`config.mk`:
```
export PLATFORM = sky130hd
export DESIGN_NAME = periodic_interrupt_timer_top
export DESIGN_NICKNAME = d
export VERILOG_FILES = /design/src/design/pit_pkg.sv /design/src/design/pit_core.sv /design/src/design/periodic_interrupt_timer_top.sv
export SDC_FILE = /design/constraint.sdc
export NUM_CORES = 1
export LEC_CHECK = 0
export BUFFER_PORTS_ARGS = -buffer_cell sky130_fd_sc_hd__buf_2
export CAP_MARGIN = 40
export CORE_ASPECT_RATIO = 0.9
export CORE_MARGIN = 2
export CORE_UTILIZATION = 37
export DETAILED_ROUTE_END_ITERATION = 6
export GPL_ROUTABILITY_DRIVEN = 0
export PLACE_DENSITY_LB_ADDON = 0.3
export SLEW_MARGIN = 20
export SYNTH_ARGS = -nofsm -noshare
export SYNTH_HDL_FRONTEND = slang
export SYNTH_SLANG_ARGS = --single-unit
```
`constraint.sdc`:
```
create_clock -name aclk -period 4 [get_ports aclk]
set_input_delay 1 -clock aclk [delete_from_list [all_inputs] [get_ports aclk]]
set_output_delay 1 -clock aclk [all_outputs]
set_load 0.005 [all_outputs]
```
`src/design/pit_pkg.sv`:
```
`timescale 1ns / 1ps

package pit_pkg;

    // Item kind, carried on s_tuser
    typedef enum logic [1:0] {
        FUNC_TICK  = 2'd0,
        FUNC_READ  = 2'd1,
        FUNC_WRITE = 2'd2
    } func_t;

    // Per-channel register select
    typedef enum logic [1:0] {
        REG_LOAD  = 2'd0,
        REG_COUNT = 2'd1,
        REG_CTRL  = 2'd2,
        REG_FLAG  = 2'd3
    } reg_sel_t;

    typedef enum logic [1:0] {
        ST_OK        = 2'd0,
        ST_BAD_ACCESS = 2'd1,
        ST_ZERO_LOAD = 2'd2
    } status_t;

    // Configuration register indexes
    localparam logic CFG_MODULE_ENABLE   = 1'b0;
    localparam logic CFG_FREEZE_IN_DEBUG = 1'b1;

    localparam int DATA_W    = 32;
    localparam int CHAN_IN_W = 3;
    localparam int S_TDATA_W = 40;
    localparam int M_TDATA_W = 40;

    // One request handed from the input register to the channel bank
    typedef struct packed {
        logic                 fire;
        logic [1:0]           func;
        logic [CHAN_IN_W-1:0] channel;
        logic [1:0]           reg_sel;
        logic [DATA_W-1:0]    write_data;
        logic                 debug_halt;
        logic                 module_enable;
        logic                 freeze_in_debug;
    } pit_cmd_t;

    // Result of one request
    typedef struct packed {
        logic [DATA_W-1:0] read_data;
        logic [1:0]        status;
        logic              irq;
    } pit_res_t;

endpackage

```
`src/design/pit_core.sv`:
```
`timescale 1ns / 1ps

module pit_core #(
    parameter int CHANNELS = 4
) (
    input  logic              aclk,
    input  logic              aresetn,
    input  pit_pkg::pit_cmd_t cmd,
    output pit_pkg::pit_res_t res
);
    import pit_pkg::*;

    localparam int CH_W = (CHANNELS > 1) ? $clog2(CHANNELS) : 1;

    logic [CHANNELS-1:0][DATA_W-1:0] load_reg, load_next;
    logic [CHANNELS-1:0][DATA_W-1:0] count_reg, count_next;
    logic [CHANNELS-1:0]             en_reg, en_next;
    logic [CHANNELS-1:0]             irqen_reg, irqen_next;
    logic [CHANNELS-1:0]             flag_reg, flag_next;

    logic            tick_go;
    logic            ch_ok;
    logic [CH_W-1:0] idx;

    assign tick_go = cmd.module_enable && !(cmd.freeze_in_debug && cmd.debug_halt);
    assign ch_ok   = ({1'b0, cmd.channel} < (CHAN_IN_W + 1)'(CHANNELS));
    assign idx     = CH_W'(cmd.channel);

    always_comb begin
        load_next     = load_reg;
        count_next    = count_reg;
        en_next       = en_reg;
        irqen_next    = irqen_reg;
        flag_next     = flag_reg;
        res.read_data = '0;
        res.status    = ST_OK;

        case (func_t'(cmd.func))
            FUNC_TICK: begin
                if (tick_go) begin
                    for (int c = 0; c < CHANNELS; c++) begin
                        if (en_reg[c]) begin
                            if (count_reg[c] == '0) begin
                                count_next[c] = load_reg[c];
                                flag_next[c]  = 1'b1;
                            end else begin
                                count_next[c] = count_reg[c] - 1'b1;
                            end
                        end
                    end
                end
            end
            FUNC_READ: begin
                if (!ch_ok) begin
                    res.status = ST_BAD_ACCESS;
                end else begin
                    case (reg_sel_t'(cmd.reg_sel))
                        REG_LOAD:  res.read_data = load_reg[idx];
                        REG_COUNT: res.read_data = count_reg[idx];
                        REG_CTRL:  res.read_data = {{(DATA_W-2){1'b0}}, irqen_reg[idx], en_reg[idx]};
                        REG_FLAG:  res.read_data = {{(DATA_W-1){1'b0}}, flag_reg[idx]};
                        default:   res.read_data = '0;
                    endcase
                end
            end
            FUNC_WRITE: begin
                if (!ch_ok) begin
                    res.status = ST_BAD_ACCESS;
                end else begin
                    case (reg_sel_t'(cmd.reg_sel))
                        REG_LOAD: begin
                            if (cmd.write_data == '0) begin
                                res.status = ST_ZERO_LOAD;
                            end else begin
                                load_next[idx] = cmd.write_data;
                            end
                        end
                        REG_COUNT: begin
                            res.status = ST_BAD_ACCESS;
                        end
                        REG_CTRL: begin
                            // Rising enable restarts the count from the load value
                            if (cmd.write_data[0] && !en_reg[idx]) begin
                                count_next[idx] = load_reg[idx];
                            end
                            en_next[idx]    = cmd.write_data[0];
                            irqen_next[idx] = cmd.write_data[1];
                        end
                        REG_FLAG: begin
                            if (cmd.write_data[0]) begin
                                flag_next[idx] = 1'b0;
                            end
                        end
                        default: begin
                        end
                    endcase
                end
            end
            default: begin
            end
        endcase

        res.irq = |(flag_next & irqen_next);
    end

    always_ff @(posedge aclk) begin
        if (!aresetn) begin
            load_reg  <= '0;
            count_reg <= '0;
            en_reg    <= '0;
            irqen_reg <= '0;
            flag_reg  <= '0;
        end else if (cmd.fire) begin
            load_reg  <= load_next;
            count_reg <= count_next;
            en_reg    <= en_next;
            irqen_reg <= irqen_next;
            flag_reg  <= flag_next;
        end
    end

    // A zero-load rejection only comes from a load write of zero
    a_zero_load_src: assert property (@(posedge aclk) disable iff (!aresetn)
        (cmd.fire && res.status == ST_ZERO_LOAD) |->
        (cmd.func == FUNC_WRITE && cmd.reg_sel == REG_LOAD && cmd.write_data == '0))
        else $error("zero-load status without a zero load write");

    // Flags only rise on a tick
    a_flag_rise: assert property (@(posedge aclk) disable iff (!aresetn)
        ((flag_reg & ~$past(flag_reg)) != '0) |->
        $past(cmd.fire && cmd.func == FUNC_TICK))
        else $error("timeout flag set outside a tick");

    // A blocked tick leaves every count untouched
    a_blocked_tick: assert property (@(posedge aclk) disable iff (!aresetn)
        (cmd.fire && cmd.func == FUNC_TICK && !tick_go) |=> $stable(count_reg))
        else $error("count moved on a blocked tick");

    // Load values change only on an accepted request
    a_load_hold: assert property (@(posedge aclk) disable iff (!aresetn)
        !cmd.fire |=> $stable(load_reg))
        else $error("load value changed without a request");

endmodule

```
`src/design/periodic_interrupt_timer_top.sv`:
```
`timescale 1ns / 1ps

// Channel   Dir  Handshake            Payload
// s_        in   s_tvalid/s_tready    tuser: func; tdata: channel, reg_sel, write_data,
//                                     debug_halt
// m_        out  m_tvalid/m_tready    tdata: read_data, status, irq
// cfg_      in   cfg_wr_en            cfg_addr: register index, cfg_wdata: value
//
// One request per cycle sustained while m_tready holds high; a result reaches m_tvalid through
// the input register, then the channel update into the result register.
// All channel state updates in the single cycle a request leaves the input register,
// so the next request always sees the previous one's effect.
// Reset is synchronous on aresetn low: all channel state and both config bits clear.
// A stall on m_tready holds the result register; s_tready stays high while the input
// register is empty or moves on in the same cycle.
module periodic_interrupt_timer_top #(
    parameter int CHANNELS = 4
) (
    input  logic                         aclk,
    input  logic                         aresetn,
    // Request stream
    input  logic                         s_tvalid,
    output logic                         s_tready,
    // [2:0] channel, [4:3] reg_sel, [36:5] write_data, [37] debug_halt, [39:38] zero
    input  logic [pit_pkg::S_TDATA_W-1:0] s_tdata,
    // [1:0] func
    input  logic [1:0]                   s_tuser,
    // Result stream
    output logic                         m_tvalid,
    input  logic                         m_tready,
    // [31:0] read_data, [33:32] status, [34] irq, [39:35] zero
    output logic [pit_pkg::M_TDATA_W-1:0] m_tdata,
    // Configuration writes
    input  logic                         cfg_wr_en,
    input  logic                         cfg_addr,
    input  logic                         cfg_wdata
);
    import pit_pkg::*;

    logic                 in_valid_reg;
    logic [1:0]           func_reg;
    logic [CHAN_IN_W-1:0] channel_reg;
    logic [1:0]           reg_sel_reg;
    logic [DATA_W-1:0]    wdata_reg;
    logic                 halt_reg;

    logic module_enable_reg;
    logic freeze_reg;

    logic              out_valid_reg;
    logic [DATA_W-1:0] rdata_reg;
    logic [1:0]        status_reg;
    logic              irq_reg;

    logic     advance;
    pit_cmd_t cmd;
    pit_res_t res;

    // Move the held request into the result register when that slot frees up
    assign advance  = in_valid_reg && (!out_valid_reg || m_tready);
    assign s_tready = !in_valid_reg || advance;

    // Capture incoming requests
    always_ff @(posedge aclk) begin
        if (!aresetn) begin
            in_valid_reg <= 1'b0;
        end else if (s_tready) begin
            in_valid_reg <= s_tvalid;
        end
    end

    always_ff @(posedge aclk) begin
        if (s_tvalid && s_tready) begin
            func_reg    <= s_tuser;
            channel_reg <= s_tdata[2:0];
            reg_sel_reg <= s_tdata[4:3];
            wdata_reg   <= s_tdata[36:5];
            halt_reg    <= s_tdata[37];
        end
    end

    // Configuration bits
    always_ff @(posedge aclk) begin
        if (!aresetn) begin
            module_enable_reg <= 1'b0;
            freeze_reg        <= 1'b0;
        end else if (cfg_wr_en) begin
            case (cfg_addr)
                CFG_MODULE_ENABLE:   module_enable_reg <= cfg_wdata;
                CFG_FREEZE_IN_DEBUG: freeze_reg        <= cfg_wdata;
                default: begin
                end
            endcase
        end
    end

    always_comb begin
        cmd.fire            = advance;
        cmd.func            = func_reg;
        cmd.channel         = channel_reg;
        cmd.reg_sel         = reg_sel_reg;
        cmd.write_data      = wdata_reg;
        cmd.debug_halt      = halt_reg;
        cmd.module_enable   = module_enable_reg;
        cmd.freeze_in_debug = freeze_reg;
    end

    pit_core #(
        .CHANNELS(CHANNELS)
    ) u_core (
        .aclk   (aclk),
        .aresetn(aresetn),
        .cmd    (cmd),
        .res    (res)
    );

    // Result register: load on advance, drop once taken downstream
    always_ff @(posedge aclk) begin
        if (!aresetn) begin
            out_valid_reg <= 1'b0;
        end else if (advance) begin
            out_valid_reg <= 1'b1;
        end else if (m_tready) begin
            out_valid_reg <= 1'b0;
        end
    end

    always_ff @(posedge aclk) begin
        if (advance) begin
            rdata_reg  <= res.read_data;
            status_reg <= res.status;
            irq_reg    <= res.irq;
        end
    end

    assign m_tvalid = out_valid_reg;
    assign m_tdata  = {{(M_TDATA_W-DATA_W-3){1'b0}}, irq_reg, status_reg, rdata_reg};

endmodule
```
== Word-level counts from Yosys, hierarchy flattened ==
Cells that the tools add are included.
Widths: inputs -> output; s select.

* Output and inout port bits: 42
* Flip-flop bits (word level): 347
* Input port bits: 49

* Equality and inequality tests: 13
* Reduce and logical (&&, ||, !) cells: 31
* $add $sub $neg: 4
* $lt $le $gt $ge: 3
* Bitwise logic cells: 5
* Mux-type cells: 55

{| class="wikitable"
|+ Operator list
! cell !! number
|-
| $mux 128 || 4
|-
| $mux 32 || 11
|-
| $bwmux 128 || 2
|-
| $pmux 128 s2 || 1
|-
| $logic_not 32->1 || 5
|-
| $bmux 32 s2 || 2
|-
| $pmux 32 s4 || 1
|-
| $sub 32x1->32 const B || 4
|-
| $demux 32 s2 || 1
|-
| $mux 4 || 7
|-
| $reduce_and 7->1 || 4
|-
| $mux 1 || 15
|-
| $ne 2x1->1 const B || 7
|-
| $and 4x4->4 || 2
|-
| $bwmux 4 || 2
|-
| $pmux 2 s2 || 2
|-
| $pmux 4 s2 || 1
|-
| $bmux 1 s2 || 3
|-
| $eq 2x2->1 const B || 3
|-
| $logic_and 1x1->1 || 6
|-
| $reduce_and 2->1 || 3
|-
| $reduce_and 5->1 || 1
|-
| $eq 2x1->1 const B || 2
|-
| $logic_not 1->1 || 4
|-
| other kinds (13) || 18
|}

== Depth between registers and ports, before layout ==
* Depth after elaboration: 12
* Gate-level depth with buffers: 11

== Hierarchy ==
A second synthesis with hierarchy kept.

* Cells, all modules: 2086
* Area total of the unflattened synthesis: 19162.1 um^2

{| class="wikitable"
|+ By module, submodules not included
! module !! cells each !! sequential area each (um^2) !! area each (um^2) !! times used
|-
| pit_core || 1986 || 5365.1 || 16686.0 || 1
|-
| periodic_interrupt_timer_top || 100 || 2332.2 || 2476.1 || 1
|}

== Worst setup path before layout ==
Ideal clock, no wire load.

* Kind: input -> register
* From: input m_tready
* To: register u_core.load_reg[100] (netlist bit)
* Data required time: 3.872 ns
* Arrival time: 3.405 ns
* Slack: 0.468 ns
* Setup time: 0.128 ns
* Cell stages on the path: 8
* Buffers on the path: 1
* Path through: nand2b_1 -> nand2_1 -> clkinv_1 -> o211a_1 -> nand3_1 -> buf_2 -> mux2i_1 -> nor2_1

* Longest elaborated chain between the ends: 3

{| class="wikitable"
|+ RTL lines
! what !! line !! RTL
|-
| start, declared || periodic_interrupt_timer_top.sv:30 || <nowiki>input logic m_tready,</nowiki>
|-
| $logic_or 1x1->1 || periodic_interrupt_timer_top.sv:60 || <nowiki>assign advance = in_valid_reg && (!out_valid_reg || m_tready);</nowiki>
|-
| $logic_and 1x1->1 || periodic_interrupt_timer_top.sv:60 ||
|-
| named net advance || periodic_interrupt_timer_top.sv:55 || <nowiki>logic advance;</nowiki>
|-
| $reduce_and 5->1 (no source line) || - ||
|-
| end signal, assigned || pit_core.sv:114 || <nowiki>load_reg <= load_next;</nowiki>
|-
| end, declared || pit_core.sv:15 || <nowiki>logic [CHANNELS-1:0][DATA_W-1:0] load_reg, load_next;</nowiki>
|}

The timed path passes the listed nets, and every way through them passes these cells.
A chain may end at the register's enable or synchronous reset.

== Worst setup path after layout ==
* From: register channel_reg[0]
* To: register u_core.count_reg[83] (netlist bit)

* Longest elaborated chain between the ends: 9
* Elaborated cells on any way between the ends: 20
* Classes of those cells: order compare: 3; eq/ne: 2; mux: 11; reduce/logical: 4

{| class="wikitable"
|+ RTL lines
! what !! line !! RTL
|-
| start, declared || periodic_interrupt_timer_top.sv:42 || <nowiki>logic [CHAN_IN_W-1:0] channel_reg;</nowiki>
|-
| start signal, assigned || periodic_interrupt_timer_top.sv:75 || <nowiki>channel_reg <= s_tdata[2:0];</nowiki>
|-
| $lt 2x3->1 (implied by the code) / $ge 2x1->1 (equally long branches) || pit_core.sv:84 || <nowiki>count_next[idx] = load_reg[idx];</nowiki>
|-
| $logic_and 1x1->1 (implied by the code) || pit_core.sv:84 ||
|-
| $mux 32 (implied by the code) || pit_core.sv:84 ||
|-
| $demux 32 s2 || - ||
|-
| $bwmux 128 || pit_core.sv:84 ||
|-
| $mux 128 || pit_core.sv:83 || <nowiki>if (cmd.write_data[0] && !en_reg[idx]) begin</nowiki>
|-
| $mux 128 || pit_core.sv:70 || <nowiki>case (reg_sel_t'(cmd.reg_sel))</nowiki>
|-
| $mux 128 || pit_core.sv:67 || <nowiki>if (!ch_ok) begin</nowiki>
|-
| $pmux 128 s2 || pit_core.sv:38 || <nowiki>case (func_t'(cmd.func))</nowiki>
|-
| end signal, assigned || pit_core.sv:115 || <nowiki>count_reg <= count_next;</nowiki>
|-
| end, declared || pit_core.sv:16 || <nowiki>logic [CHANNELS-1:0][DATA_W-1:0] count_reg, count_next;</nowiki>
|}

Several ways; a longest one is shown, not always the timed one. The select of a mux whose other input is x is not followed.

==> run metrics <==
mapped cell area 18900 µm²; Die Area 53000 µm²; Fill cells 4900; Final Hold Viols 0; CP Capture Type register; Post-Route WL 67800 µm; Tcrit/Tclk final 80.7%; max-slew violations 0; largest net degree at the start of global routing 84; CP Data Required Time 4.47 ns; DP HPWL 47100 µm; drt via density 6.27; fin util 42.6%; min-delay worst type reg -> reg; initial antenna violation count 3; Synth Flop Type dfxtp_1; GRT Util Overall 25.0%; Synth async-reset ratio 0%; Total Power 9.23 mW; # setup viols final 0; Finished Layout Cells 2807; CP max stage delay 0.71 ns; IO buf count 83; first-pass GRT wire length 102000 µm; chip height 219 µm; 1st-iter DRT viols 2506; register bit total from synthesis 347; PostCTS Resize Cnt 0; std cell rows 78; Worst-Skew Late Latency 0.57 ns; CTS Sinks 347; clk_skew 0.0206 ns; Post-CTS Hold Fix Bufs 0; DR vias 17.6k; outcome finished, final reports clean; Syn Inst Count 2068; Placed Cells 2735; Arr. time, crit path 3.69 ns; crit-path cells buf_4 -> buf_12 -> buf_4 -> mux4_2 -> and3_1 -> a211o_1 -> a21oi_1 -> nor3_1; share of cells above drive strength 1 15.7%; met2 usage 36.8%; Num CTS Buffers 40; top cell type by total area after synthesis dfxtp_1; fin nets 2155; Yosys cell types 81; clk root buf clkbuf_16; Starting Density 37.5%; met1 Use GR 35.5%; Worst Reg-to-Reg Cells 8; Avg Inst Size Synth 9.15 µm²; worst slew pin tran 0.885 ns; ant diodes 0; DRC 0; Worst Setup Path Type reg -> reg; Routed Antenna Nets 0; grt ovf 0; Synth warnings 0; max cap viols 0; Setup TNS 0 ns; TritonCTS clock tree yes; CP max stage cell mux4_2; setup repair bufs after CTS 0; highest clock rate 0.310 GHz; Syn-to-layout area delta 13.6%; Area contributors post-synth dfxtp_1 29%, edfxtp_1 12%, mux4_2 8.1%; vias in the first global route 16.0k; Die W 242 µm; clock tree buffer depth 3; Critical Path Most Common Cell buf_4; most used routing layer met2; Worst-path clk slew 0.06 ns; post-detailed-route wirelength per cell 24.1 µm; drt first pass iters 6; share of the synthesized area in the top cell type 28.8%; pwr/cell area 430 nW/µm²; Slew HR 41.0%; RSZ-0062 raised after global routing no; grt met3 use 6.24%; Max VDD drop 0.000286 V; Critical Path Start Type register; Post-synth EDFFs 75; io pins 91; hold depth 2; post-synthesis sequential area ratio 40.7%; largest fanout on the critical path 35; core area 50500 µm²; static leakage 8.60 nW; Tmin final 3.23 ns; Clock H-tree levels 2
-- cell usage after synthesis (7+ instances only) --
library cell,n
nor4_1,42
o21a_1,7
clkbuf_1,116
ha_1,7
mux2i_1,143
or2_2,9
a32o_1,9
o311a_1,7
nor2b_1,8
nand2b_1,9
xnor2_1,30
o221a_2,9
edfxtp_1,75
nand3_1,88
nor2_1,241
a31o_2,10
o21ai_0,131
or4_1,20
a211o_1,11
nand2_1,195
buf_1,10
nor3_1,48
a211oi_1,21
xor2_1,22
nand4_1,17
a31oi_1,74
a21oi_1,92
dfxtp_1,272
o211ai_1,48
inv_1,23
mux4_2,68
or3_1,26
and3_1,17
and2_1,9
buf_2,31
-- worst max-delay path: cells and delay by family (launching register included) --
family	cells	cell delay [ns]
mux	1	0.71
flops	1	0.39
simple gates	2	0.30
buf+inv	3	1.27
compound gates	2	0.40
-- placed cells by master (no fill, tap or decap), types with 10 or more instances in the layout --
cell,n
xor2_1,22
nor4_1,42
nand3_1,87
or4_1,20
nor3_1,47
o211ai_1,48
clkbuf_16,43
a211o_1,11
a21oi_1,92
or3_1,26
buf_2,82
nor2_1,239
buf_4,56
buf_12,10
xnor2_1,30
mux4_2,68
mux2i_1,143
nand2_1,192
nand4_1,17
inv_1,22
a31o_2,10
o21ai_0,131
a211oi_1,21
a31oi_1,74
dfxtp_1,272
and3_1,17
edfxtp_1,75
-- area by class of cell --
class	count	area [µm²]	share of cell area, %
multi-input cells	1535	10500	48.9
flip-flops and latches	347	7700	35.8
clock buffers	57	1180	5.48
repair buffers	149	1050	4.87
well taps	680	851	3.96
clock inverters	13	103	0.477
inverters	26	100	0.466
-- cells by family after synthesis --
family          share of synthesized area (%)
simple gates                             19.4
compound gates                           17.1
flops                                    40.7
mux                                      15.8
buf+inv                                  4.13
xor+xnor                                 2.41
fa+ha+maj                               0.463
other cells                            0.0198
-- power by group --
part | internal [mW] | switching, mW | total, mW
Sequential | 3.65 | 0.107 | 3.76
Clock | 2.12 | 1.54 | 3.65
Combinational | 0.670 | 1.15 | 1.82
Total | 6.44 | 2.80 | 9.23
-- stage by stage --
stage	hold slack (ns)	setup WS, ns	area (µm²)
2_1_floorplan	0.434	0.468	18900
3_3_place_gp	0.445	0.670	20100
3_5_place_dp	0.446	0.619	20200
4_1_cts	0.455	0.624	21500
5_1_grt	0.473	0.492	21500
6_report	0.450	0.772	21500
-- final timing paths --
path / startpoint / end / slack (ns)
worst max-delay path: channel_reg[0]$_DFFE_PP_ / u_core.count_reg[83]$_SDFFE_PN0P_ / 0.77
worst min-delay path: freeze_reg$_SDFFE_PN0P_ / freeze_reg$_SDFFE_PN0P_ / 0.45
worst max register to register: channel_reg[0]$_DFFE_PP_ / u_core.count_reg[83]$_SDFFE_PN0P_ / 0.77
worst min register to register: freeze_reg$_SDFFE_PN0P_ / freeze_reg$_SDFFE_PN0P_ / 0.45
-- metal layers --
metal | share of wire (%) | vias to the layer above | wire length [µm]
met5 | 0.019 | - | 13
met1 | 43 | 8566 | 29200
met3 | 12 | 137 | 8070
met2 | 42 | 1082 | 28500
li1 | - | 7815 | -
met4 | 3.0 | 2 | 2050
Power figures use the tool's default switching activity.
